--- src/bpq_pkg.sv ---
`default_nettype none
package bpq_pkg;

  // Fixed widths of the port fields
  localparam int IN_PRIO_W = 6;
  localparam int DATA_W    = 16;
  localparam int OCC_W     = 11;

  typedef enum logic {
    CMD_PUSH = 1'b0,
    CMD_POP  = 1'b1
  } cmd_code_t;

  typedef enum logic [1:0] {
    ST_PUSHED = 2'd0,
    ST_POPPED = 2'd1,
    ST_EMPTY  = 2'd2,
    ST_FULL   = 2'd3
  } status_t;

  // Controller to datapath
  typedef struct packed {
    logic load;
    logic push_rd;
    logic push_wr;
    logic scan_step;
    logic pop_head_rd;
    logic pop_ent_rd;
    logic pop_wr;
    logic emit_full;
    logic emit_empty;
  } dp_cmd_t;

  // Datapath to controller
  typedef struct packed {
    logic full;
    logic cur_end;
    logic cur_nonempty;
  } dp_stat_t;

endpackage
`default_nettype wire

--- src/bpq_ctrl.sv ---
`default_nettype none
module bpq_ctrl
  import bpq_pkg::*;
(
  input  wire logic     clk,
  input  wire logic     rst_n,
  input  wire logic     start,
  input  wire logic     in_cmd,
  input  wire dp_stat_t stat_i,
  output dp_cmd_t       cmd_o,
  output logic          busy
);

  typedef enum logic [5:0] {
    S_IDLE     = 6'b000001,
    S_PUSH_RD  = 6'b000010,
    S_PUSH_WR  = 6'b000100,
    S_SCAN     = 6'b001000,
    S_POP_HEAD = 6'b010000,
    S_POP_ENT  = 6'b100000
  } state_t;

  state_t state_r, state_nxt;

  always_ff @(posedge clk) begin
    if (!rst_n) begin
      state_r <= S_IDLE;
    end else begin
      state_r <= state_nxt;
    end
  end

  always_comb begin
    state_nxt = state_r;
    cmd_o     = '0;
    busy      = 1'b1;
    case (state_r)
      S_IDLE: begin
        busy = 1'b0;
        if (start) begin
          cmd_o.load = 1'b1;
          if (cmd_code_t'(in_cmd) == CMD_POP) begin
            state_nxt = S_SCAN;
          end else if (stat_i.full) begin
            cmd_o.emit_full = 1'b1;
          end else begin
            state_nxt = S_PUSH_RD;
          end
        end
      end
      S_PUSH_RD: begin
        cmd_o.push_rd = 1'b1;
        state_nxt     = S_PUSH_WR;
      end
      S_PUSH_WR: begin
        cmd_o.push_wr = 1'b1;
        state_nxt     = S_IDLE;
      end
      S_SCAN: begin
        if (stat_i.cur_end) begin
          cmd_o.emit_empty = 1'b1;
          state_nxt        = S_IDLE;
        end else if (stat_i.cur_nonempty) begin
          cmd_o.pop_head_rd = 1'b1;
          state_nxt         = S_POP_HEAD;
        end else begin
          cmd_o.scan_step = 1'b1;
        end
      end
      S_POP_HEAD: begin
        cmd_o.pop_ent_rd = 1'b1;
        state_nxt        = S_POP_ENT;
      end
      S_POP_ENT: begin
        cmd_o.pop_wr = 1'b1;
        state_nxt    = S_IDLE;
      end
      default: begin
        state_nxt = S_IDLE;
      end
    endcase
  end

endmodule
`default_nettype wire

--- config.mk ---
export PLATFORM = sky130hd
export DESIGN_NAME = bpq_ctrl
export DESIGN_NICKNAME = d
export VERILOG_FILES = /design/src/bpq_pkg.sv /design/src/bpq_ctrl.sv
export SDC_FILE = /design/constraint.sdc
export NUM_CORES = 1
export LEC_CHECK = 0
export ABC_CLOCK_PERIOD_IN_PS = 1680
export BUFFER_PORTS_ARGS = -buffer_cell sky130_fd_sc_hd__clkbuf_2
export CAP_MARGIN = 20
export CORE_AREA = 2 2 39 41
export DETAILED_ROUTE_END_ITERATION = 12
export DIE_AREA = 0 0 41 43
export PLACE_DENSITY = 0.54
export SKIP_LAST_GASP = 1
export SYNTH_ARGS = -nofsm -noshare
export SYNTH_HDL_FRONTEND = slang
export SYNTH_SLANG_ARGS = --single-unit
--- constraint.sdc ---
create_clock -name clk -period 1.68 [get_ports clk]
set_input_delay 0.168 -clock clk [delete_from_list [all_inputs] [get_ports clk]]
set_output_delay 0.168 -clock clk [all_outputs]
set_load 0.03 [all_outputs]
==> key figures <==
Outcome
  – Status: finished with violations
  – Violated checks: negative setup slack

Pwr
  – Power Total: 0.401 mW
  – Max VDD drop: 0.000370 V
  – PwrDens: 733 nW/µm²
  – Static leakage: 0.262 nW

Drt
  – DRC: 0
  – Detailed Route Iter0 Violations: 5
  – Post-DR vias/cell: 4.94
  – Post-route ant nets: 0
  – Routed length per placed instance: 11.2 µm
  – Drt first pass iters: 4
  – Vias after detailed routing: 380
  – WL final: 865 µm

Final layout
  – Largest Register: state_r
  – Post-layout nets: 70
  – Design area: 548 µm²
  – Fill cells: 143
  – Final core utilization: 39.6%
  – Share of layout cells above drive strength 1: 44.3%
  – Non-Filler Instances: 77
  – Biggest regs: state_r x6
  – Register area: 121 µm²
  – Area grow syn2layout: 47.0%
  – Max reg flops: 6
  – Multi-input logic area: 251 µm²
  – Ant diodes: 0

Logic synthesis
  – Post-Synth Adder-Cell Area: 0%
  – Largest family of logic cells by synthesized area: simple AND/OR/NAND/NOR gates
  – Post-synth cell types: 23
  – Top cells by area, synth: dfxtp_1 (32%), and3_1 (8.4%), nor4_4 (5.7%), inv_1 (4.0%), nor4b_2 (4.0%)
  – Yosys warns: 0
  – Sequential element share of the synthesized area: 32.2%
  – Synth Area in Simple Gates: 49.3%
  – Yosys reg bits: 6
  – Cell count after synthesis: 40
  – Top cell type's share of synthesized area: 32.2%
  – Syn Nets: 47
  – Complex-gate fraction of the synthesized area: 14.4%
  – Mux cell area share after synthesis: 0%
  – Syn Area/Cell: 9.32 µm²
  – Largest area contributor in the netlist: dfxtp_1
  – Xor-xnor portion of the synthesized cell area: 0%
  – Netlist Area Pre-Place: 373 µm²

Clock network
  – CTS tree: done
  – Clock-pin slew on the worst setup and hold paths: 40 ps
  – Post-CTS Hold Fix Bufs: 0
  – Root Buffer: clkbuf_4
  – Clock Path Buffers: 2
  – Number of gates resized after CTS: 6
  – Clk sinks: 6
  – Post-CTS setup buffer count: 0
  – Htree depth: 1
  – Number of buffers created by CTS: 3
  – Clk Latency, worst-skew pair: 240 ps

Global route
  – Vias in the first global route: 341
  – Largest net degree at the start of global routing: 8
  – First-pass GRT wire length: 1420 µm
  – Initial antenna violation count: 0
  – Gr ovfl total: 0
  – GRT Overall Usage: 12.3%

Timing
  – Worst Clk Skew: 1.16 ps
  – Final hold vios: 0
  – Final worst-path setup slack: -95.8 ps
  – Finish-stage setup viols: 3
  – Final Max Slew Viols: 0
  – Min Clock Period, post-route: 1780 ps
  – Post-route setup TNS: -140 ps
  – Hold WS: 136 ps
  – Slew HR: 73.8%
  – Fmax: 563 MHz
  – Unrepaired setup endpoints after global routing: true
  – Slew at the pin with the worst max-slew slack: 389 ps
  – Tcrit/Tclk final: 106%

Setup path
  – Critical path data required time: 1510 ps
  – Critical Path, Cell by Cell: or4_4 -> nor4_4 -> clkbuf_8
  – CP Class: flip-flop to output port
  – Worst path slowest cell: or4_4
  – Worst-path maximum fanout: 4
  – CP top delay family: simple AND/OR/NAND/NOR gates
  – Crit path capture type: output port
  – Critical path buffers and inverters: 1
  – CP arrival: 1610 ps
  – Setup crit start kind: flip-flop
  – Worst path max stage delay: 590 ps

Flow run
  – Max cap viols: 0

Placed design
  – DP Cell Count: 74
  – Worst slack at placement: 110 ps
  – Placed cell area: 502 µm²
  – IO Port Bufs: 16
  – Gpl congestion: 0.676
  – Post-DP HPWL: 726 µm

Worst hold path
  – Hold Crit Class: input pin to flip-flop

Die
  – Die area: 1760 µm²
  – # IOs: 17
  – Total core area: 1380 µm²
  – Starting Density: 26.9%
  – Row cnt: 14
  – Chip width: 41 µm
  – Die Y: 43 µm
[synthesized netlist by cell type]
| library cell | n |
|---|---|
| nor4b_2 | 1 |
| nand2_1 | 1 |
| nand2b_1 | 2 |
| o211a_1 | 1 |
| and4_1 | 1 |
| a311oi_1 | 1 |
| nor4b_1 | 1 |
| or3b_1 | 1 |
| a21boi_0 | 1 |
| o221a_1 | 1 |
| and4b_1 | 1 |
| nor2_1 | 3 |
| and2_1 | 2 |
| o221ai_1 | 1 |
| or4_4 | 1 |
| nand4_1 | 1 |
| and3_1 | 5 |
| nor4_4 | 1 |
| nor4_2 | 1 |
| dfxtp_1 | 6 |
| o21a_1 | 1 |
| nor3_1 | 2 |
| inv_1 | 4 |
[power breakdown]
part	internal, mW	switching [mW]
Sequential	0.150	0.00772
Combinational	0.0467	0.0725
Clock	0.0803	0.0441
[cell families (layout without fill, tap and decap cells)]
| logic type | after synthesis | count (layout) |
|---|---|---|
| AND/OR/NAND/NOR | 24 | 24 |
| AO/OA/AOI/OAI | 6 | 6 |
| flip-flops | 6 | 6 |
| buffers and inverters | 4 | 25 |
[worst paths after layout]
kind	depth (start not counted)	startpoint	to	slack, ps
setup / recovery	3	state_r[0]	cmd_o[5]	-100
hold / removal	2	stat_i[2]	state_r[1]	140
setup reg to reg	3	state_r[0]	state_r[3]	250
hold reg to reg	1	state_r[1]	state_r[2]	540
[placed cells by master (no fill, tap or decap)]
cell,instances
a21boi_0,1
a311oi_1,1
and2_1,2
and3_1,5
and4_1,1
and4b_1,1
buf_4,2
clkbuf_2,12
clkbuf_4,5
clkbuf_8,2
dfxtp_1,5
dfxtp_2,1
inv_1,4
nand2_1,1
nand2b_1,2
nand4_1,1
nor2_1,3
nor3_1,1
nor3_2,1
nor4_4,2
nor4b_1,1
nor4b_2,1
o211a_1,1
o21a_1,1
o221a_1,1
o221ai_1,1
or3b_1,1
or4_4,1
[routing by layer]
layer | vias to the layer above | track usage [%] | part of all wire (%)
met5 | - | 0 | 0
met4 | 0 | 10.0 | 1.2
met3 | 2 | 3.14 | 7.5
met2 | 12 | 16.3 | 46
met1 | 167 | 15.9 | 45
li1 | 199 | - | -
[final cells by class]
class / count / share of cell area, %
multi-input cells: 30 / 45.9
flip-flops and latches: 6 / 22.1
repair buffers: 18 / 21.5
clock buffers: 3 / 4.11
well taps: 16 / 3.65
inverters: 4 / 2.74
Power figures use the tool's default switching activity.
